===== src/lbachs_pkg.sv =====
// ---------------------------------------------------------------------------
// lbachs_pkg
// shared types, codes and sizes of the lba to chs request splitter
// ---------------------------------------------------------------------------
`default_nettype none

package lbachs_pkg;

    // request limits
    localparam int MAX_REQUEST_SECTORS = 64;
    localparam int COUNT_W             = 7;
    localparam int LBA_W               = 32;
    localparam int GEOM_W              = 6;
    localparam int HEADS_W             = 5;
    localparam logic [HEADS_W-1:0] HEADS_MAX = 5'd16;

    // serial divider
    localparam int DIV_STEPS = LBA_W;
    localparam int DIV_CNT_W = $clog2(DIV_STEPS);

    // stream widths
    localparam int S_TDATA_W = 104;
    localparam int S_TUSER_W = 3;
    localparam int M_TDATA_W = 56;
    localparam int M_TUSER_W = 3;

    // config port
    localparam int CFG_IDX_W  = 3;
    localparam int CFG_DATA_W = 6;

    typedef enum logic [CFG_IDX_W-1:0] {
        CFG_READY  = 3'd0,
        CFG_SPT0   = 3'd1,
        CFG_HEADS0 = 3'd2,
        CFG_SPT1   = 3'd3,
        CFG_HEADS1 = 3'd4
    } t_cfg_idx;

    // ata command and drive/head byte
    localparam logic [7:0] ATA_CMD_READ  = 8'h20;
    localparam logic [7:0] ATA_CMD_WRITE = 8'h30;
    localparam logic [7:0] ATA_DH_BASE   = 8'hA0;

    typedef enum logic [2:0] {
        ST_CMD       = 3'd0,
        ST_NOT_READY = 3'd1,
        ST_NO_DRIVE  = 3'd2,
        ST_BAD_PART  = 3'd3,
        ST_EMPTY     = 3'd4
    } t_status;

    // classified request handed from front to back
    typedef struct packed {
        t_status              status;
        logic                 is_write;
        logic                 drive;
        logic [LBA_W-1:0]     start;
        logic [COUNT_W-1:0]   count;
        logic [GEOM_W-1:0]    spt;
        logic [HEADS_W-1:0]   heads;
    } t_req_desc;

    typedef enum logic [1:0] {
        BK_IDLE,
        BK_DIV_SPT,
        BK_DIV_HEADS,
        BK_EMIT
    } t_back_state;

endpackage

`default_nettype wire


===== src/lba_to_chs_request_splitter_unit.sv =====
// ---------------------------------------------------------------------------
// lba_to_chs_request_splitter_unit
// checks disk requests and turns them into per-track ata chs commands
// ---------------------------------------------------------------------------
// A request names a drive, read or write, a start sector relative to its
// partition, a sector count and the partition's base, length and valid mark.
// The front end checks it against the geometry registers (ready flag, sectors
// per track and heads of drives 0 and 1) and queues it; a rejected or empty
// request gives one response with only its status and tlast set. A good
// request is cut to at most 64 sectors, moved by the partition base and split
// at track ends; each piece becomes one ata command response (count, 1-based
// sector, cylinder, drive/head byte, offset), the last one marked by tlast.
// Each piece goes through a start step (first piece of a request only), the
// one-bit-per-cycle serial divider in the back end dividing the start by the
// sectors per track for the sector split and the quotient by the heads for the
// head split, and a load of the output register; a rejected request goes
// straight to the output register. A two-entry queue lets new requests be taken
// while an earlier one is still being split, and the output register lets the
// back end run on while a response waits to be taken. Geometry registers may
// be written only while no request is in flight; the config port never stalls.
// ---------------------------------------------------------------------------
`default_nettype none

module lba_to_chs_request_splitter_unit
    import lbachs_pkg::*;
(
    input  wire logic                  i_clk,
    input  wire logic                  i_rst_n,
    // config write channel
    input  wire logic                  i_cfg_valid,
    output logic                       o_cfg_ready,
    input  wire logic [CFG_IDX_W-1:0]  i_cfg_index,
    input  wire logic [CFG_DATA_W-1:0] i_cfg_data,
    // request stream
    input  wire logic                  i_s_axis_tvalid,
    output logic                       o_s_axis_tready,
    // rel_start[31:0], req_sectors[38:32], part_base[70:39],
    // part_length[102:71], part_valid[103]
    input  wire logic [S_TDATA_W-1:0]  i_s_axis_tdata,
    // drive_sel[1:0], is_write[2]
    input  wire logic [S_TUSER_W-1:0]  i_s_axis_tuser,
    // response stream
    output logic                       o_m_axis_tvalid,
    input  wire logic                  i_m_axis_tready,
    // command_byte[7:0], pass_sectors[13:8], sector_number[19:14],
    // cylinder_number[35:20], drive_head_byte[43:36], buffer_offset[49:44],
    // zero fill[55:50]
    output logic [M_TDATA_W-1:0]       o_m_axis_tdata,
    // status[2:0]
    output logic [M_TUSER_W-1:0]       o_m_axis_tuser,
    output logic                       o_m_axis_tlast
);

    // front to queue
    logic      q_push;
    t_req_desc q_in_desc;
    logic      q_full;

    // queue to back
    logic      q_pop;
    t_req_desc q_out_desc;
    logic      q_empty;

    // check and classify, geometry registers live here
    lbachs_front u_front (
        .i_clk           (i_clk),
        .i_rst_n         (i_rst_n),
        .i_cfg_valid     (i_cfg_valid),
        .o_cfg_ready     (o_cfg_ready),
        .i_cfg_index     (i_cfg_index),
        .i_cfg_data      (i_cfg_data),
        .i_s_axis_tvalid (i_s_axis_tvalid),
        .o_s_axis_tready (o_s_axis_tready),
        .i_s_axis_tdata  (i_s_axis_tdata),
        .i_s_axis_tuser  (i_s_axis_tuser),
        .i_q_full        (q_full),
        .o_q_push        (q_push),
        .o_q_desc        (q_in_desc)
    );

    // decouples request intake from splitting
    lbachs_queue u_queue (
        .i_clk   (i_clk),
        .i_rst_n (i_rst_n),
        .i_push  (q_push),
        .i_desc  (q_in_desc),
        .i_pop   (q_pop),
        .o_desc  (q_out_desc),
        .o_empty (q_empty),
        .o_full  (q_full)
    );

    // per-track split and chs translation
    lbachs_back u_back (
        .i_clk           (i_clk),
        .i_rst_n         (i_rst_n),
        .i_desc          (q_out_desc),
        .i_q_empty       (q_empty),
        .o_q_pop         (q_pop),
        .o_m_axis_tvalid (o_m_axis_tvalid),
        .i_m_axis_tready (i_m_axis_tready),
        .o_m_axis_tdata  (o_m_axis_tdata),
        .o_m_axis_tuser  (o_m_axis_tuser),
        .o_m_axis_tlast  (o_m_axis_tlast)
    );

endmodule

`default_nettype wire


===== src/lbachs_front.sv =====
// ---------------------------------------------------------------------------
// lbachs_front
// holds the geometry registers, takes requests and classifies them
// ---------------------------------------------------------------------------
`default_nettype none

module lbachs_front
    import lbachs_pkg::*;
(
    input  wire logic                  i_clk,
    input  wire logic                  i_rst_n,
    input  wire logic                  i_cfg_valid,
    output logic                       o_cfg_ready,
    input  wire logic [CFG_IDX_W-1:0]  i_cfg_index,
    input  wire logic [CFG_DATA_W-1:0] i_cfg_data,
    input  wire logic                  i_s_axis_tvalid,
    output logic                       o_s_axis_tready,
    input  wire logic [S_TDATA_W-1:0]  i_s_axis_tdata,
    input  wire logic [S_TUSER_W-1:0]  i_s_axis_tuser,
    input  wire logic                  i_q_full,
    output logic                       o_q_push,
    output t_req_desc                  o_q_desc
);

    logic               r_ready;
    logic [GEOM_W-1:0]  r_spt0;
    logic [HEADS_W-1:0] r_heads0;
    logic [GEOM_W-1:0]  r_spt1;
    logic [HEADS_W-1:0] r_heads1;

    logic [1:0]         drive_sel;
    logic               is_write;
    logic [LBA_W-1:0]   rel_start;
    logic [COUNT_W-1:0] req_sectors;
    logic [LBA_W-1:0]   part_base;
    logic [LBA_W-1:0]   part_length;
    logic               part_valid;
    logic [GEOM_W-1:0]  spt;
    logic [HEADS_W-1:0] heads;
    t_status            status;

    assign o_cfg_ready = 1'b1;

    always_ff @(posedge i_clk) begin
        if (!i_rst_n) begin
            r_ready  <= 1'b0;
            r_spt0   <= '0;
            r_heads0 <= '0;
            r_spt1   <= '0;
            r_heads1 <= '0;
        end else if (i_cfg_valid) begin
            case (i_cfg_index)
                CFG_READY:  r_ready  <= i_cfg_data[0];
                CFG_SPT0:   r_spt0   <= i_cfg_data;
                CFG_HEADS0: r_heads0 <= i_cfg_data[HEADS_W-1:0];
                CFG_SPT1:   r_spt1   <= i_cfg_data;
                CFG_HEADS1: r_heads1 <= i_cfg_data[HEADS_W-1:0];
                default: ;
            endcase
        end
    end

    assign drive_sel   = i_s_axis_tuser[1:0];
    assign is_write    = i_s_axis_tuser[2];
    assign rel_start   = i_s_axis_tdata[31:0];
    assign req_sectors = i_s_axis_tdata[38:32];
    assign part_base   = i_s_axis_tdata[70:39];
    assign part_length = i_s_axis_tdata[102:71];
    assign part_valid  = i_s_axis_tdata[103];

    always_comb begin
        case (drive_sel)
            2'd0: begin
                spt   = r_spt0;
                heads = r_heads0;
            end
            2'd1: begin
                spt   = r_spt1;
                heads = r_heads1;
            end
            default: begin
                spt   = '0;
                heads = '0;
            end
        endcase

        if (!r_ready) begin
            status = ST_NOT_READY;
        end else if (spt == '0 || heads == '0) begin
            status = ST_NO_DRIVE;
        end else if (!part_valid || part_length < rel_start) begin
            status = ST_BAD_PART;
        end else if (req_sectors == '0) begin
            status = ST_EMPTY;
        end else begin
            status = ST_CMD;
        end
    end

    assign o_s_axis_tready = !i_q_full;
    assign o_q_push        = i_s_axis_tvalid && !i_q_full;

    always_comb begin
        o_q_desc          = '0;
        o_q_desc.status   = status;
        o_q_desc.is_write = is_write;
        o_q_desc.drive    = drive_sel[0];
        o_q_desc.start    = part_base + rel_start;
        o_q_desc.count    = (req_sectors > COUNT_W'(MAX_REQUEST_SECTORS))
                          ? COUNT_W'(MAX_REQUEST_SECTORS) : req_sectors;
        o_q_desc.spt      = spt;
        o_q_desc.heads    = (heads > HEADS_MAX) ? HEADS_MAX : heads;
    end

endmodule

`default_nettype wire


===== src/lbachs_queue.sv =====
// ---------------------------------------------------------------------------
// lbachs_queue
// two-entry queue of classified requests between front and back
// ---------------------------------------------------------------------------
`default_nettype none

module lbachs_queue
    import lbachs_pkg::*;
(
    input  wire logic      i_clk,
    input  wire logic      i_rst_n,
    input  wire logic      i_push,
    input  wire t_req_desc i_desc,
    input  wire logic      i_pop,
    output t_req_desc      o_desc,
    output logic           o_empty,
    output logic           o_full
);

    t_req_desc  r_mem [2];
    logic       r_wr_ptr;
    logic       r_rd_ptr;
    logic [1:0] r_fill;

    assign o_empty = (r_fill == 2'd0);
    assign o_full  = (r_fill == 2'd2);
    assign o_desc  = r_mem[r_rd_ptr];

    always_ff @(posedge i_clk) begin
        if (i_push) begin
            r_mem[r_wr_ptr] <= i_desc;
        end
    end

    always_ff @(posedge i_clk) begin
        if (!i_rst_n) begin
            r_wr_ptr <= 1'b0;
            r_rd_ptr <= 1'b0;
            r_fill   <= 2'd0;
        end else begin
            if (i_push) begin
                r_wr_ptr <= !r_wr_ptr;
            end
            if (i_pop) begin
                r_rd_ptr <= !r_rd_ptr;
            end
            case ({i_push, i_pop})
                2'b10:   r_fill <= r_fill + 2'd1;
                2'b01:   r_fill <= r_fill - 2'd1;
                default: r_fill <= r_fill;
            endcase
        end
    end

endmodule

`default_nettype wire


===== src/lbachs_back.sv =====
// ---------------------------------------------------------------------------
// lbachs_back
// splits a request at track ends and translates each piece to chs
// ---------------------------------------------------------------------------
`default_nettype none

module lbachs_back
    import lbachs_pkg::*;
(
    input  wire logic                 i_clk,
    input  wire logic                 i_rst_n,
    input  wire t_req_desc            i_desc,
    input  wire logic                 i_q_empty,
    output logic                      o_q_pop,
    output logic                      o_m_axis_tvalid,
    input  wire logic                 i_m_axis_tready,
    output logic [M_TDATA_W-1:0]      o_m_axis_tdata,
    output logic [M_TUSER_W-1:0]      o_m_axis_tuser,
    output logic                      o_m_axis_tlast
);

    t_back_state        r_state, n_state;
    t_status            r_status, n_status;
    logic               r_wr, n_wr;
    logic               r_drv, n_drv;
    logic [LBA_W-1:0]   r_start, n_start;
    logic [COUNT_W-1:0] r_count, n_count;
    logic [COUNT_W-1:0] r_done, n_done;
    logic [GEOM_W-1:0]  r_spt, n_spt;
    logic [HEADS_W-1:0] r_heads, n_heads;
    logic [GEOM_W-1:0]  r_sec_rem, n_sec_rem;

    // shared restoring divider
    logic [LBA_W-1:0]     r_dvd, n_dvd;
    logic [GEOM_W-1:0]    r_rem, n_rem;
    logic [GEOM_W-1:0]    r_div, n_div;
    logic [DIV_CNT_W-1:0] r_step, n_step;

    // output register
    logic                 r_out_valid, n_out_valid;
    logic [M_TDATA_W-1:0] r_out_data, n_out_data;
    logic [M_TUSER_W-1:0] r_out_user, n_out_user;
    logic                 r_out_last, n_out_last;

    logic [GEOM_W:0]      trial;
    logic [GEOM_W:0]      trial_diff;
    logic                 trial_ge;
    logic [GEOM_W-1:0]    step_rem;
    logic [LBA_W-1:0]     step_dvd;
    logic                 div_last;
    logic                 out_free;
    logic [GEOM_W-1:0]    room;
    logic [GEOM_W-1:0]    pass;
    logic [LBA_W-1:0]     next_start;
    logic [7:0]           cmd_byte;
    logic [7:0]           dh_byte;

    assign trial      = {r_rem, r_dvd[LBA_W-1]};
    assign trial_diff = trial - {1'b0, r_div};
    assign trial_ge   = (trial >= {1'b0, r_div});
    assign step_rem   = trial_ge ? trial_diff[GEOM_W-1:0] : trial[GEOM_W-1:0];
    assign step_dvd   = {r_dvd[LBA_W-2:0], trial_ge};
    assign div_last   = (r_step == DIV_CNT_W'(DIV_STEPS - 1));

    assign out_free   = !r_out_valid || i_m_axis_tready;
    assign room       = r_spt - r_sec_rem;
    assign pass       = (r_count <= {1'b0, room}) ? r_count[GEOM_W-1:0] : room;
    assign next_start = r_start + {{(LBA_W-GEOM_W){1'b0}}, pass};
    assign cmd_byte   = r_wr ? ATA_CMD_WRITE : ATA_CMD_READ;
    assign dh_byte    = ATA_DH_BASE | {3'b000, r_drv, r_rem[3:0]};

    always_ff @(posedge i_clk) begin
        if (!i_rst_n) begin
            r_state     <= BK_IDLE;
            r_out_valid <= 1'b0;
        end else begin
            r_state     <= n_state;
            r_out_valid <= n_out_valid;
        end
    end

    always_ff @(posedge i_clk) begin
        r_status   <= n_status;
        r_wr       <= n_wr;
        r_drv      <= n_drv;
        r_start    <= n_start;
        r_count    <= n_count;
        r_done     <= n_done;
        r_spt      <= n_spt;
        r_heads    <= n_heads;
        r_sec_rem  <= n_sec_rem;
        r_dvd      <= n_dvd;
        r_rem      <= n_rem;
        r_div      <= n_div;
        r_step     <= n_step;
        r_out_data <= n_out_data;
        r_out_user <= n_out_user;
        r_out_last <= n_out_last;
    end

    always_comb begin
        n_state     = r_state;
        n_status    = r_status;
        n_wr        = r_wr;
        n_drv       = r_drv;
        n_start     = r_start;
        n_count     = r_count;
        n_done      = r_done;
        n_spt       = r_spt;
        n_heads     = r_heads;
        n_sec_rem   = r_sec_rem;
        n_dvd       = r_dvd;
        n_rem       = r_rem;
        n_div       = r_div;
        n_step      = r_step;
        n_out_valid = r_out_valid && !i_m_axis_tready;
        n_out_data  = r_out_data;
        n_out_user  = r_out_user;
        n_out_last  = r_out_last;
        o_q_pop     = 1'b0;

        case (r_state)
            BK_IDLE: begin
                if (!i_q_empty) begin
                    o_q_pop  = 1'b1;
                    n_status = i_desc.status;
                    n_wr     = i_desc.is_write;
                    n_drv    = i_desc.drive;
                    n_start  = i_desc.start;
                    n_count  = i_desc.count;
                    n_done   = '0;
                    n_spt    = i_desc.spt;
                    n_heads  = i_desc.heads;
                    n_dvd    = i_desc.start;
                    n_rem    = '0;
                    n_div    = i_desc.spt;
                    n_step   = '0;
                    n_state  = (i_desc.status == ST_CMD) ? BK_DIV_SPT : BK_EMIT;
                end
            end
            BK_DIV_SPT: begin
                n_dvd  = step_dvd;
                n_rem  = step_rem;
                n_step = r_step + 1'b1;
                if (div_last) begin
                    // quotient stays in the dividend register for the head split
                    n_sec_rem = step_rem;
                    n_rem     = '0;
                    n_div     = {1'b0, r_heads};
                    n_step    = '0;
                    n_state   = BK_DIV_HEADS;
                end
            end
            BK_DIV_HEADS: begin
                n_dvd  = step_dvd;
                n_rem  = step_rem;
                n_step = r_step + 1'b1;
                if (div_last) begin
                    n_state = BK_EMIT;
                end
            end
            BK_EMIT: begin
                if (out_free) begin
                    n_out_valid = 1'b1;
                    n_out_user  = r_status;
                    if (r_status != ST_CMD) begin
                        n_out_data = '0;
                        n_out_last = 1'b1;
                        n_state    = BK_IDLE;
                    end else begin
                        n_out_data = {6'b0, r_done[GEOM_W-1:0], dh_byte, r_dvd[15:0],
                                      r_sec_rem + 1'b1, pass, cmd_byte};
                        n_out_last = (r_count == {1'b0, pass});
                        n_count    = r_count - {1'b0, pass};
                        n_done     = r_done + {1'b0, pass};
                        n_start    = next_start;
                        n_dvd      = next_start;
                        n_rem      = '0;
                        n_div      = r_spt;
                        n_step     = '0;
                        n_state    = (r_count == {1'b0, pass}) ? BK_IDLE : BK_DIV_SPT;
                    end
                end
            end
            default: n_state = BK_IDLE;
        endcase
    end

    assign o_m_axis_tvalid = r_out_valid;
    assign o_m_axis_tdata  = r_out_data;
    assign o_m_axis_tuser  = r_out_user;
    assign o_m_axis_tlast  = r_out_last;

endmodule

`default_nettype wire


===== config.mk =====
export PLATFORM = sky130hd
export DESIGN_NAME = lba_to_chs_request_splitter_unit
export DESIGN_NICKNAME = d
export VERILOG_FILES = /design/src/lbachs_pkg.sv /design/src/lba_to_chs_request_splitter_unit.sv /design/src/lbachs_front.sv /design/src/lbachs_queue.sv /design/src/lbachs_back.sv
export SDC_FILE = /design/constraint.sdc
export NUM_CORES = 1
export LEC_CHECK = 0
export BUFFER_PORTS_ARGS = -buffer_cell sky130_fd_sc_hd__buf_2
export CORE_MARGIN = 3
export CORE_UTILIZATION = 60
export CTS_CLUSTER_DIAMETER = 60
export DETAILED_ROUTE_END_ITERATION = 8
export HOLD_SLACK_MARGIN = 0.03
export PLACE_DENSITY_LB_ADDON = 0.25
export SYNTH_ARGS = -nofsm -noshare
export SYNTH_HDL_FRONTEND = slang
export SYNTH_HIERARCHICAL = 1
export SYNTH_SLANG_ARGS = --single-unit

===== constraint.sdc =====
create_clock -name i_clk -period 5.8 [get_ports i_clk]
set_input_delay 0.58 -clock i_clk [delete_from_list [all_inputs] [get_ports i_clk]]
set_output_delay 0.58 -clock i_clk [all_outputs]
set_load 0.03 [all_outputs]

; ---- After elaboration in Yosys (flattened, before gate mapping)
; Memory sizes are Yosys's and may differ from the RTL's. A register that Yosys moved wholly into a read port is not among the register bits.
; Index checks and enable logic that the tools add are counted.
[word_totals]
mem_count = 1
in_bits = 121
wordCells = 155
reg_bits = 207
out_inout_bits = 63
mem_bits_rw = 110
[mem_list]
columns = name, words, width, read_ports, rd_clocked_by_memory_dff, wr, line_no
row1 = u_queue.r_mem, 2, 55, 1, 1, 1, lbachs_queue.sv:20  ; t_req_desc r_mem [2];
[op_classes]
n_reduce_logical = 36
muxes = 57
n_eq_ne = 18
bitwise = 1
n_lt_le_gt_ge = 5
n_addsub = 10
[ops]
columns = operator, n
row1 = two-way mux 32 bit, 3
row2 = case mux 32 bit (3 select lines), 1
row3 = case mux 32 bit (2 select lines), 1
row4 = two-way mux 6 bit, 10
row5 = two-way mux 7 bit, 7
row6 = two-way mux 44 bit, 1
row7 = adder 32 bit, 1
row8 = adder 32 x 6 -> 32 bit, 1
row9 = < comparator 32 bit, 1
row10 = two-way mux 5 bit, 6
row11 = case mux 7 bit (2 select lines), 2
row12 = case mux 6 bit (4 select lines), 1
row13 = case mux 5 bit (4 select lines), 1
row14 = case mux 6 bit (3 select lines), 1
row15 = AND reduction 2 bit, 8
row16 = two-way mux 2 bit, 6
row17 = two-way mux 3 bit, 4
row18 = case mux 6 bit (2 select lines), 1
row19 = subtractor 6 bit, 2
row20 = case mux 5 bit (2 select lines), 1
row21 = two-way mux 1 bit, 9
row22 = "equality test 2 bit, second input constant", 4
row23 = case mux 2 bit (4 select lines), 1
row24 = AND reduction 4 bit, 2
row25 = 33 further kinds, 52

; ---- Logic depth before layout (Yosys ltp)
; Gate-level depths: netlist (run 1).
[logic_depth]
depth_word = 8
depth_mapped = 23
depth_no_buf = 23

; ---- Cells and area by module
; The synthesis (run 1) kept the hierarchy.
[by_module_without_submodules]
columns = module, instances, area_per_inst_um2, cells_per_inst, seq_area_each_um2
row1 = lbachs_back, 1, 8685.8, 759, 4924.7
row2 = lbachs_queue, 1, 4181.5, 193, 3403.3
row3 = lbachs_front, 1, 3817.4, 503, 460.4

; ---- Worst setup path after synthesis (run 1)
; Ideal clock, no wire load.
[synth_path]
kind = register to register
startpoint = reg u_back.r_spt[0]
endpoint = reg u_back.r_dvd[30], data pin
period_less_slack_ns = 4.731
t_required_ns = 5.529
arrival_ns = 4.460
setup_time_ns = 0.271
slack_ns = 1.069
path_stages_with_launch = 24
n_path_buf = 1
cell_sequence = edfxtp_1 -> inv_1 -> ha_1 -> inv_1 -> fa_1 -> a21o_1 -> a21oi_1 -> xnor2_1 -> inv_1 -> ha_1 -> a21o_1 -> a211o_1 -> o22ai_4 -> nor2_1 -> a21oi_1 -> inv_1 -> fa_1 -> a21oi_1 -> o21ai_0 -> and2_1 -> buf_6 -> nand4_1 -> xor2_1 -> o221ai_2
[synth_between]
elab_chain_len = 7
[synth_rtl]
columns = element, line_no
row1 = start: declaration, lbachs_back.sv:29  ; logic [GEOM_W-1:0] r_spt, n_spt;
row2 = start signal: assignment, lbachs_back.sv:89  ; r_spt <= n_spt;
row3 = subtractor 6 bit *, lbachs_back.sv:66  ; assign room = r_spt - r_sec_rem;
row4 = <= comparator 7 x 6 -> 1 bit, lbachs_back.sv:67  ; assign pass = (r_count <= {1'b0, room}) ? r_count[GEOM_W-1:0] : room;
row5 = two-way mux 6 bit *, lbachs_back.sv:67
row6 = via u_back.pass[1], lbachs_back.sv:53  ; logic [GEOM_W-1:0] pass;
row7 = adder 32 x 6 -> 32 bit *, lbachs_back.sv:68  ; assign next_start = r_start + {{(LBA_W-GEOM_W){1'b0}}, pass};
row8 = two-way mux 32 bit *, lbachs_back.sv:166  ; if (r_status != ST_CMD) begin
row9 = two-way mux 32 bit *, lbachs_back.sv:163  ; if (out_free) begin
row10 = case mux 32 bit (3 select lines) *, lbachs_back.sv:122  ; case (r_state)
row11 = via u_back.n_dvd[30], lbachs_back.sv:34  ; logic [LBA_W-1:0] r_dvd, n_dvd;
row12 = end signal: assignment, lbachs_back.sv:92  ; r_dvd <= n_dvd;
row13 = end: declaration, lbachs_back.sv:34
; Mark *: on every way through the listed nets, which the timed path passes. The rest lies on a longest branch. The select of a mux whose other input is x is not followed.
; A chain may end at the register's enable or synchronous reset.

; ---- Worst setup path after layout (run 1)
; Same ends and word-level chain as after synthesis.

==> flow_summary.toml, run 1 <==
[final_layout]
finalNetCount = 1843
regArea_um2 = 8790
antennaDiodeCount = 0
fillers = 2022
syn2layout_area_growth_pct = 12.7
design_area_um2 = 18800
multiInputGateArea_um2 = 7280
drive_above_1_share = 0.197
final_cells = 2009

[synth]
synth-seq-cells = 303
synth_compound_area_frac = 0.121
synth_top_family_by_area = "simple AND/OR/NAND/NOR gates"
yosys_warnings = 6
synthCells = 1455
synth.area.top_cells = "edfxtp_1 49%, ha_1 7.8%, mux2_2 4.0%"
synth_xor_area_frac = 0.0403
synth_ff_type = "edfxtp_1"
yosys.cell_types.count = 83
ys_seq_area_frac = 0.527
synth_top_cell_by_area = "edfxtp_1"
syn_avg_cell_area_um2 = 11.5
muxShareOfSynthArea = 0.0627
synthAdderAreaFrac = 0.0852
async_flop_share = 0
yosysTopAreaCellShare = 0.490
synth-edff-count = 272
syn_area_um2 = 16700
synthSimpleGateAreaFrac = 0.122

[sta]
tightest_slew_ns = 1.05
finalClockSkew_ns = 0.0161
relSlewSlack = 0.301
slew_violations = 0
holdWs_ns = 0.223
tns_ns = 0
finalHoldViolations = 0
fin_crit_sh = 0.930
rsz0062_at_grt = "no"
max_freq_mhz = 185
setup_viol = 0
finalCriticalPeriod_ns = 5.40

[routing]
first_pass_iters = 5
remaining_drc_errors = 0
post_drt_via_cell_ratio = 5.71
ant_nets = 0
drt_iter0_markers = 947
wire_per_inst_um = 17.4
wl_um = 34900
num_vias = 11500

[clock_tree]
clockBufferDepth = 3
cts-hold-fix-buffers = 0
cts_sinks = 303
worstSkewPairLatency_ns = 0.56
cts_tree = "done"
cts_max_level = 1
cts.clk_slew.worst_paths_ns = 0.06
cts_buffers = 31
cts_setup_buffers = 0
cts_root_buffer = "clkbuf_16"
cts_resized = 0

[setup_path]
end_kind = "flop"
required_ns = 6.06
path_buf_inv = 4
crit_type = "flop to flop"
worstPathCellList = "inv_1 > ha_1 > inv_1 > fa_1 > a21o_1 > a21oi_1 > xnor2_1 > inv_1 > ha_1 > a21o_1 > a211o_1 > o22ai_4 > mux2i_1 > inv_1 > ha_1 > a211oi_1 > o21ai_0 > and2_2 > nand4_1 > xor2_1 > o221ai_2"
reg2reg_from = "u_back/r_spt[0]"
r2r_cells = 21
path_max_fanout = 10
cpPeakStageDelay_ns = 0.40
startpoint_type = "flop"
reg2reg_to = "u_back/r_dvd[30]"
cp_slowest_cell = "fa_1"
worst-endpoint-arrival_ns = 5.66
timing.reg2reg.setup_slack_ns = 0.40
cp_top_family = "compound AO/OA/AOI/OAI gates"
cp_common_cell = "inv_1"

[placed_design]
gp_congestion = 0.875
hpwl_um = 25100
place_area_um2 = 17800
port-buffer-count = 169
placed_cells_incl_taps = 1951

[power]
sequentialPowerShare = 0.384
cellPowerDensity_nw_per_um2 = 508
pwr-share-comb = 0.413
power_mw = 9.55
clkPwrFrac = 0.204
p_leak_nw = 7.58
switchingPower_mw = 3.62
switching_share = 0.379
vdd_drop_max_mv = 0.312
p_int_mw = 5.93

[worst_hold_path]
worstHoldPathCells = 1
min_to = "u_queue/r_mem[1][51]"
hp-start = "i_s_axis_tuser[2]"
hp-class = "primary input to flop"

[floorplan]
fp.dieArea_um2 = 29800
die_w_um = 173
start_util = 0.614
core-area_um2 = 27200
ios = 184
die-height_um = 173
rows = 60

[global_route]
grt_antenna_before_repair = 0
grt_overflow = 0
grt_pass1_vias = 11400
grt_pass1_wl_um = 56900
grt_max_degree = 85
grt_usage = 0.228

[status]
outcome = "completed"

[flow_run]
drv_cap = 0
## synth_stat cells (14+ instances only)
| library cell | instances |
|---|---|
| edfxtp_1 | 272 |
| nor2_1 | 109 |
| ha_1 | 104 |
| nand2_1 | 104 |
| a21oi_1 | 91 |
| inv_1 | 89 |
| mux2_2 | 60 |
| o21ai_0 | 54 |
| nor2b_1 | 45 |
| and2_1 | 43 |
| xnor2_1 | 42 |
| a21o_1 | 37 |
| mux2i_1 | 37 |
| clkbuf_1 | 35 |
| xor2_1 | 33 |
| dfxtp_1 | 31 |
| nand3_1 | 24 |
| a22oi_1 | 23 |
| buf_4 | 23 |
| nand4_1 | 19 |
| o221ai_1 | 14 |
## cell type report
class / instances / share of cell area
tap: 372 / 0.0248
timing repair buffer: 180 / 0.0494
multi-input combinational: 1007 / 0.387
clock buffer: 42 / 0.0440
clock inverter: 16 / 0.00925
inverter: 89 / 0.0178
sequential: 303 / 0.468
## power by group through the flow
stage / combinational, mW / sequential, mW / clock (mW)
2_1_floorplan: 2.87 / 3.63 / 0
3_3_place_gp: 3.72 / 3.68 / 0
3_5_place_dp: 3.86 / 3.69 / 0
4_1_cts: 3.90 / 3.65 / 1.98
5_1_grt: 4.37 / 3.72 / 2.07
6_report: 3.94 / 3.66 / 1.94
## cell usage in the layout, fill, tap and decap left out, types with 8 or more instances in the layout
cell type and count:
mux2i_1 37, xor2_1 33, o221ai_1 14, a22oi_1 23, and3_1 12, nor3_1 9, edfxtp_1 272, ha_1 102
buf_4 11, a21oi_1 90, clkbuf_1 10, o211ai_1 8, nand4_1 19, a21o_1 37, conb_1 14, dfxtp_1 30
xnor2_1 42, mux2_2 60, nor2_1 106, buf_2 169, o21a_1 11, o21ai_0 52, inv_1 89, nor2b_1 45
and2_1 41, clkbuf_16 31, nand2_1 104, o21ai_1 8, nand3_1 24
## metrics by stage
step	utilization	setup slack [ns]
2_1_floorplan	-	1.07
3_3_place_gp	0.655	0.648
3_5_place_dp	0.655	0.422
4_1_cts	0.692	0.336
5_1_grt	0.692	0.0772
6_report	0.692	0.404
## cell families after synthesis
group	Yosys count
compound gates	304
xor+xnor	76
fa+ha+maj	110
buf+inv	157
flops	303
mux	97
other cells	2
simple gates	406
## worst max-delay path by stage
stage,depth (start not counted),slack [ns],from,end
final,21,0.40,u_back/r_spt[0],u_back/r_dvd[30]
after global routing,21,0.08,u_back/r_spt[0],u_back/r_dvd[29]
after CTS,22,0.34,u_back/r_spt[0],u_back/r_dvd[29]
after detailed placement,22,0.42,u_back/r_spt[0],u_back/r_dvd[22]
after global placement,22,0.65,u_back/r_spt[0],u_back/r_dvd[30]
after floorplan,23,1.07,u_back/r_spt[0],u_back/r_dvd[30]
## sequential cells by signal, summed over array words and instances, names as in the netlist, 5 cells and up, named ones only
| name | flops |
|---|---|
| u_back/r_rem | 6 |
| u_back/r_dvd | 32 |
| u_queue/r_mem | 110 |
| u_back/r_done | 6 |
| u_back/r_step | 5 |
| u_back/r_spt | 6 |
| u_back/r_heads | 5 |
| u_front/r_heads0 | 5 |
| u_back/o_m_axis_tdata | 42 |
| u_front/r_spt1 | 6 |
| u_back/r_sec_rem | 6 |
| u_front/r_heads1 | 5 |
| u_back/r_count | 7 |
| u_back/r_start | 32 |
| u_back/r_div | 6 |
| u_front/r_spt0 | 6 |
## worst register-to-register path, cell delays in order (launching register included)
cell      delay [ns]
edfxtp_1        0.39
inv_1           0.07
ha_1            0.17
inv_1           0.06
fa_1            0.40
a21o_1          0.17
a21oi_1         0.17
xnor2_1         0.19
inv_1           0.08
ha_1            0.30
a21o_1          0.19
a211o_1         0.32
o22ai_4         0.32
mux2i_1         0.36
inv_1           0.14
ha_1            0.37
a211oi_1        0.31
o21ai_0         0.24
and2_2          0.32
nand4_1         0.13
xor2_1          0.27
o221ai_2        0.14
## per-layer routing
layer	track usage	vias to the layer above	part of all wire
met1	0.319	5431	0.45
met4	0.0601	0	0.020
met3	0.0380	55	0.061
met2	0.376	393	0.47
li1	-	5590	-
met5	0	-	0
(Power assumes the default switching activity.)
==> inputs of run 2 (changes only) <==
ABC_AREA = 1   (was default)
BUFFER_PORTS_ARGS = -buffer_cell sky130_fd_sc_hd__buf_4   (was -buffer_cell sky130_fd_sc_hd__buf_2)
clock period = 5.9 ns   (was 5.8 ns; I/O delays follow)
==> run 2 against run 1 <==
Utilization is 0.64 points higher. Clock skew decreased by 0.0011 ns. Total power up 5.9%. Critical path depth rose by 3. Sequential share of layout area fell by 3.0 points. Setup slack better by 1.2 ns. Die area increased by 5.3%. Cell count grew 22%. Wire length up 17%. Via count grew 17%. Hold slack gained 0.0083 ns. Flip-flop and latch count unchanged. Critical endpoint is now u_back/r_start[22]. Largest cell class unchanged.
==> flow_summary.toml, run 2 <==
[status]
outcome = "completed"

[global_route]
grt_usage = 0.258
grt_use_met1 = 0.348
gr-usage-met2 = 0.442
grt_antenna_before_repair = 0
grt_overflow = 0
grt_pass1_vias = 12900
met3_usage = 0.0309
grt_max_degree = 75
grt-busiest-layer = "met2"
grt_pass1_wl_um = 65200

[synth]
synth-seq-cells = 303
synthCells = 1867
post-synth-top-count-cell = "nand2_1"
synth_ff_type = "edfxtp_1"
syn_area_um2 = 17600
synth-edff-count = 272
async_flop_share = 0
ys_seq_area_frac = 0.500
yosysTopAreaCellShare = 0.464
syn_avg_cell_area_um2 = 9.42
yosys_warnings = 6
synth.area.top_cells = "edfxtp_1 46%, nand2_1 7.6%, ha_1 7.4%"
synth_top_cells_by_count = "357 x nand2_1, 277 x inv_1, 272 x edfxtp_1, 155 x nor2_1, 117 x a21oi_1"
synth_top_cell_by_area = "edfxtp_1"
yosys.cell_types.count = 54

[routing]
num_vias = 13400
wl_um = 40700
ant_nets = 0
remaining_drc_errors = 0
wire_per_inst_um = 16.7
first_pass_iters = 6
post_drt_via_cell_ratio = 5.50
drt_iter0_markers = 1016

[clock_tree]
worstSkewPairLatency_ns = 0.56
cts_tree = "done"
cts_buffers = 31
clockBufferDepth = 3
cts-hold-fix-buffers = 0
cts_max_level = 1
cts_root_buffer = "clkbuf_16"
cts_setup_buffers = 0
cts_resized = 0
cts.clk_slew.worst_paths_ns = 0.07
cts_sinks = 303

[setup_path]
r2r_cells = 24
worst-endpoint-arrival_ns = 4.56
timing.reg2reg.setup_slack_ns = 1.61
endpoint = "u_back/r_start[22]"
cp_slowest_cell = "edfxtp_1"
reg2reg_from = "u_back/r_spt[2]"
cpPeakStageDelay_ns = 0.45
cp_common_cell = "nand2_1"
path_buf_inv = 1
required_ns = 6.17
cp_top_family = "simple AND/OR/NAND/NOR gates"
startpoint_type = "flop"
end_kind = "flop"
crit_start = "u_back/r_spt[2]"
worstPathCellList = "ha_1 > a21oi_1 > nand2_1 > nand2_1 > nand2_1 > nand2_1 > nand2_1 > ha_1 > nand2_1 > nor3_2 > inv_1 > nand2_4 > nand2_1 > o21ai_2 > ha_1 > fa_1 > nand2_1 > nand2_1 > nand3b_1 > nand2_2 > nand3_1 > xnor2_1 > nand2_1 > o21ai_0"
path_max_fanout = 12
reg2reg_to = "u_back/r_start[22]"
crit_type = "flop to flop"
crit_cells = 24

[final_layout]
final_cell_mix = "357 x nand2_1, 276 x inv_1, 272 x edfxtp_1"
syn2layout_area_growth_pct = 14.2
fillers = 2201
largest-register = "u_queue/r_mem"
multiInputGateArea_um2 = 7400
antennaDiodeCount = 0
finalNetCount = 2266
largest_reg_flops = 110
regArea_um2 = 8790
drive_above_1_share = 0.165
final_common_cell = "nand2_1"

[sta]
tns_ns = 0
finalClockSkew_ns = 0.0150
slew_violations = 0
tightest_slew_ns = 1.02
max_freq_mhz = 233
relSlewSlack = 0.323
fin_crit_sh = 0.727
rsz0062_at_grt = "no"
finalHoldViolations = 0
setup_viol = 0
holdWs_ns = 0.231
finalCriticalPeriod_ns = 4.29

[power]
power_mw = 10.1
vdd_drop_max_mv = 0.325
p_leak_nw = 8.77
cellPowerDensity_nw_per_um2 = 503

[floorplan]
ios = 184
rows = 62
core-area_um2 = 28800
start_util = 0.611
die_w_um = 177
fp.dieArea_um2 = 31400
die-height_um = 177

[placed_design]
hpwl_um = 30200
port-buffer-count = 169
gp_congestion = 0.955

[worst_hold_path]
hp-start = "i_s_axis_tuser[2]"
hp-class = "primary input to flop"
worstHoldPathCells = 1

[flow_run]
drv_cap = 0
==> run 2: cell types whose count changed after synthesis, moves of 32 or more <==
cell and delta:
mux2_2 -55, o21ai_0 +40, mux2i_1 -37, inv_1 +188, a21o_1 -34, mux2_4 +50, nand2_1 +253, nor2_1 +46
nor2b_1 -45, and2_1 -42, nand3_1 +82, xnor2_1 -32
==> run 2: cell families (layout without fill, tap and decap cells) <==
kind of cell	Yosys count	count (layout)	synth area share
compound gates	301	301	0.0962
xor+xnor	34	34	0.0169
fa+ha+maj	110	110	0.0808
buf+inv	347	528	0.0849
flops	303	303	0.500
mux	55	55	0.0459
other cells	2	14	0.000427
simple gates	715	715	0.175
==> run 2: metrics by stage <==
step / setup slack, ns / cells / instance area, µm² / utilization
after floorplan: 0.812 / 1879 / 17600 / -
after global placement: 1.86 / 2386 / 19100 / 0.664
after detailed placement: 1.67 / 2386 / 19100 / 0.664
after CTS: 1.66 / 2444 / 20100 / 0.698
after global routing: 1.25 / 2444 / 20100 / 0.698
final: 1.61 / 2444 / 20100 / 0.698
==> run 2: final cells by class <==
type / count / share of cell area
sequential: 303 / 0.438
multi-input combinational: 1229 / 0.368
timing repair buffer: 181 / 0.0676
inverter: 289 / 0.0540
clock buffer: 41 / 0.0405
tap: 384 / 0.0239
clock inverter: 17 / 0.00810
==> run 2: worst min path at each step <==
stage                                 endpoint
final                     u_queue/r_mem[1][51]
after floorplan            u_front/r_heads1[2]
after detailed placement     u_front/r_spt0[5]
after global placement       u_front/r_spt1[3]
after global routing      u_queue/r_mem[1][51]
after CTS                 u_queue/r_mem[1][51]
==> run 2: routing by layer <==
metal	part of all wire	routed length (µm)
met4	0.029	1190
met2	0.48	19600
met1	0.42	17300
met5	0	0
met3	0.065	2640
==> run 2: where the power goes <==
group          leakage (nW)  total (mW)  internal [mW]  switching (mW)
Combinational          5.45        4.49           1.58            2.91
Clock                 0.468        1.89           1.10           0.793
Sequential             2.85        3.73           3.30           0.438
Total                  8.77        10.1           5.97            4.14
==> run 2: worst register-to-register path, cell delays in order, from the launching register on <==
cell      delay [ns]
edfxtp_1        0.45
ha_1            0.39
a21oi_1         0.15
nand2_1         0.10
nand2_1         0.10
nand2_1         0.08
nand2_1         0.07
nand2_1         0.08
ha_1            0.32
nand2_1         0.08
nor3_2          0.20
inv_1           0.09
nand2_4         0.17
nand2_1         0.09
o21ai_2         0.11
ha_1            0.28
fa_1            0.24
nand2_1         0.07
nand2_1         0.11
nand3b_1        0.15
nand2_2         0.23
nand3_1         0.13
xnor2_1         0.16
nand2_1         0.06
o21ai_0         0.10
==> inputs of run 3 (changes only) <==
CORE_UTILIZATION = 54   (was 60)
clock period = 3.9 ns   (was 5.9 ns; I/O delays follow)
==> run 3 against run 2 <==
The run now ends with setup timing left. Largest power group unchanged. Global-route usage fell by 2.8 points. Sequential power grew 52%. Count of clock-buffer cells in the layout up 3. Via count rose by 1.3%. Cell count increased by 4.0%. First-iteration DRC count up 5.5%. Final area up 4.7%. Non-clock buffer count increased by 44. Largest cell class unchanged.
==> flow_summary.toml, run 3 (synthesized netlist as in run 2, its figures left out) <==
[placed_design]
hpwl_um = 30400
gp_congestion = 0.956
place_area_um2 = 19500
port-buffer-count = 169
placed_cells_incl_taps = 2470

[setup_path]
end_kind = "flop"
startpoint_type = "flop"
cp_common_cell = "nand2_2"
worst-endpoint-arrival_ns = 4.21
path_max_fanout = 5
r2r_cells = 26
reg2reg_to = "u_back/r_dvd[6]"
crit_type = "flop to flop"
cpPeakStageDelay_ns = 0.40
reg2reg_from = "u_back/r_spt[0]"
crit_start = "u_back/r_spt[0]"
required_ns = 4.14
cp_slowest_cell = "fa_2"
timing.reg2reg.setup_slack_ns = -0.07

[clock_tree]
cts_max_level = 2
cts_sinks = 303
cts_buffers = 34
clockBufferDepth = 3
cts_root_buffer = "clkbuf_16"
cts_tree = "done"
worstSkewPairLatency_ns = 0.52
cts.clk_slew.worst_paths_ns = 0.06
cts-hold-fix-buffers = 0

[floorplan]
die-height_um = 187
fp.dieArea_um2 = 34800
die_w_um = 187
ios = 184
core-area_um2 = 31800
start_util = 0.553
rows = 65

[sta]
relSlewSlack = 0.410
tightest_slew_ns = 0.886
fin_ws_ns = -0.0714
slew_violations = 0
rsz0062_at_grt = "yes"
finalHoldViolations = 0
finalClockSkew_ns = 0.0218
max_freq_mhz = 252
setup_viol = 16
fin_crit_sh = 1.02
tns_ns = -0.551
finalCriticalPeriod_ns = 3.97

[final_layout]
largest-register = "u_queue/r_mem"
finalNetCount = 2314
final_common_cell = "nand2_1"
syn2layout_area_growth_pct = 19.6
largest_reg_flops = 110
antennaDiodeCount = 0
final_cell_mix = "340 x nand2_1, 272 x inv_1, 272 x edfxtp_1"
regArea_um2 = 8790
multiInputGateArea_um2 = 7760
final_cells = 2542
design_area_um2 = 21000
final_util = 0.662
drive_above_1_share = 0.214
fillers = 2508

[global_route]
grt_pass1_vias = 13400
grt_usage = 0.230
grt_pass1_wl_um = 66200
grt_antenna_before_repair = 0
grt_overflow = 0
grt_max_degree = 78

[power]
p_leak_nw = 9.14
cellPowerDensity_nw_per_um2 = 809
vdd_drop_max_mv = 0.480

[routing]
drt_iter0_markers = 1072
first_pass_iters = 5
ant_nets = 0
wire_per_inst_um = 16.3
remaining_drc_errors = 0
post_drt_via_cell_ratio = 5.35
wl_um = 41500
num_vias = 13600

[flow_run]
drv_cap = 0

[status]
violations = "setup timing"
outcome = "complete, but fails checks"

[worst_hold_path]
hp-start = "i_s_axis_tuser[2]"
hp-class = "primary input to flop"
min_to = "u_queue/r_mem[1][51]"
worstHoldPathCells = 1
## run 3: cell types whose count changed in the layout (fill, tap and decap cells not counted), sizes merged
cell,change
nand2,+1
inv,-3
clkinv,+1
buf,+44
clkinvlp,+1
clkbuf,+3
## run 3: critical path: cells and delay by family, from the launching register on
kind | cells | cell delay [ns]
buf+inv | 4 | 0.38
flops | 1 | 0.38
compound gates | 4 | 0.42
xor+xnor | 1 | 0.13
simple gates | 12 | 1.08
fa+ha+maj | 5 | 1.33
## run 3: cell type report
type	count	share of cell area
clock buffers	44	0.0447
flip-flops and latches	303	0.418
well taps	435	0.0259
repair buffers	225	0.0824
clock inverters	16	0.00880
inverters	289	0.0516
multi-input cells	1230	0.369
## run 3: how the worst max path moves through the flow
stage | slack, ns | to
2_1_floorplan | 0.03 | u_back/o_m_axis_tdata[10]
5_1_grt | -0.29 | u_back/r_start[27]
4_1_cts | -0.008 | u_back/r_dvd[6]
3_3_place_gp | -0.05 | u_back/r_start[10]
3_5_place_dp | -0.18 | u_back/r_start[25]
6_report | -0.07 | u_back/r_dvd[6]
## run 3: power breakdown
part	total, mW	leakage [nW]	internal, mW	switching [mW]
combinational	8.17	5.74	3.31	4.86
sequential	5.67	2.85	4.98	0.690
clock	3.18	0.543	1.91	1.27
## run 3: through the flow
step           setup WS (ns)  power (mW)  hold slack [ns]
2_1_floorplan         0.0327        10.6            0.429
3_3_place_gp         -0.0533        12.7            0.437
3_5_place_dp          -0.185        12.9            0.443
4_1_cts             -0.00811        16.3           0.0510
5_1_grt               -0.287        18.2           0.0511
6_report             -0.0714        17.0           0.0745
## run 3: metal layers
layer  part of all wire  GRT usage  vias up
li1                   -          -     6730
met1               0.43      0.299     6395
met2               0.49      0.401      408
met3              0.059     0.0364       77
met4              0.023     0.0672        0
met5                  0          0        -
## run 3: timing repair
action / in CTS / in global routing
setup endpoints to repair: 50 / 66
gates resized for setup: 21 / 61
gates cloned: 1 / 0
pin swaps: 5 / 28
hold endpoints to repair: 0 / 0
buffers inserted: 5 / 6
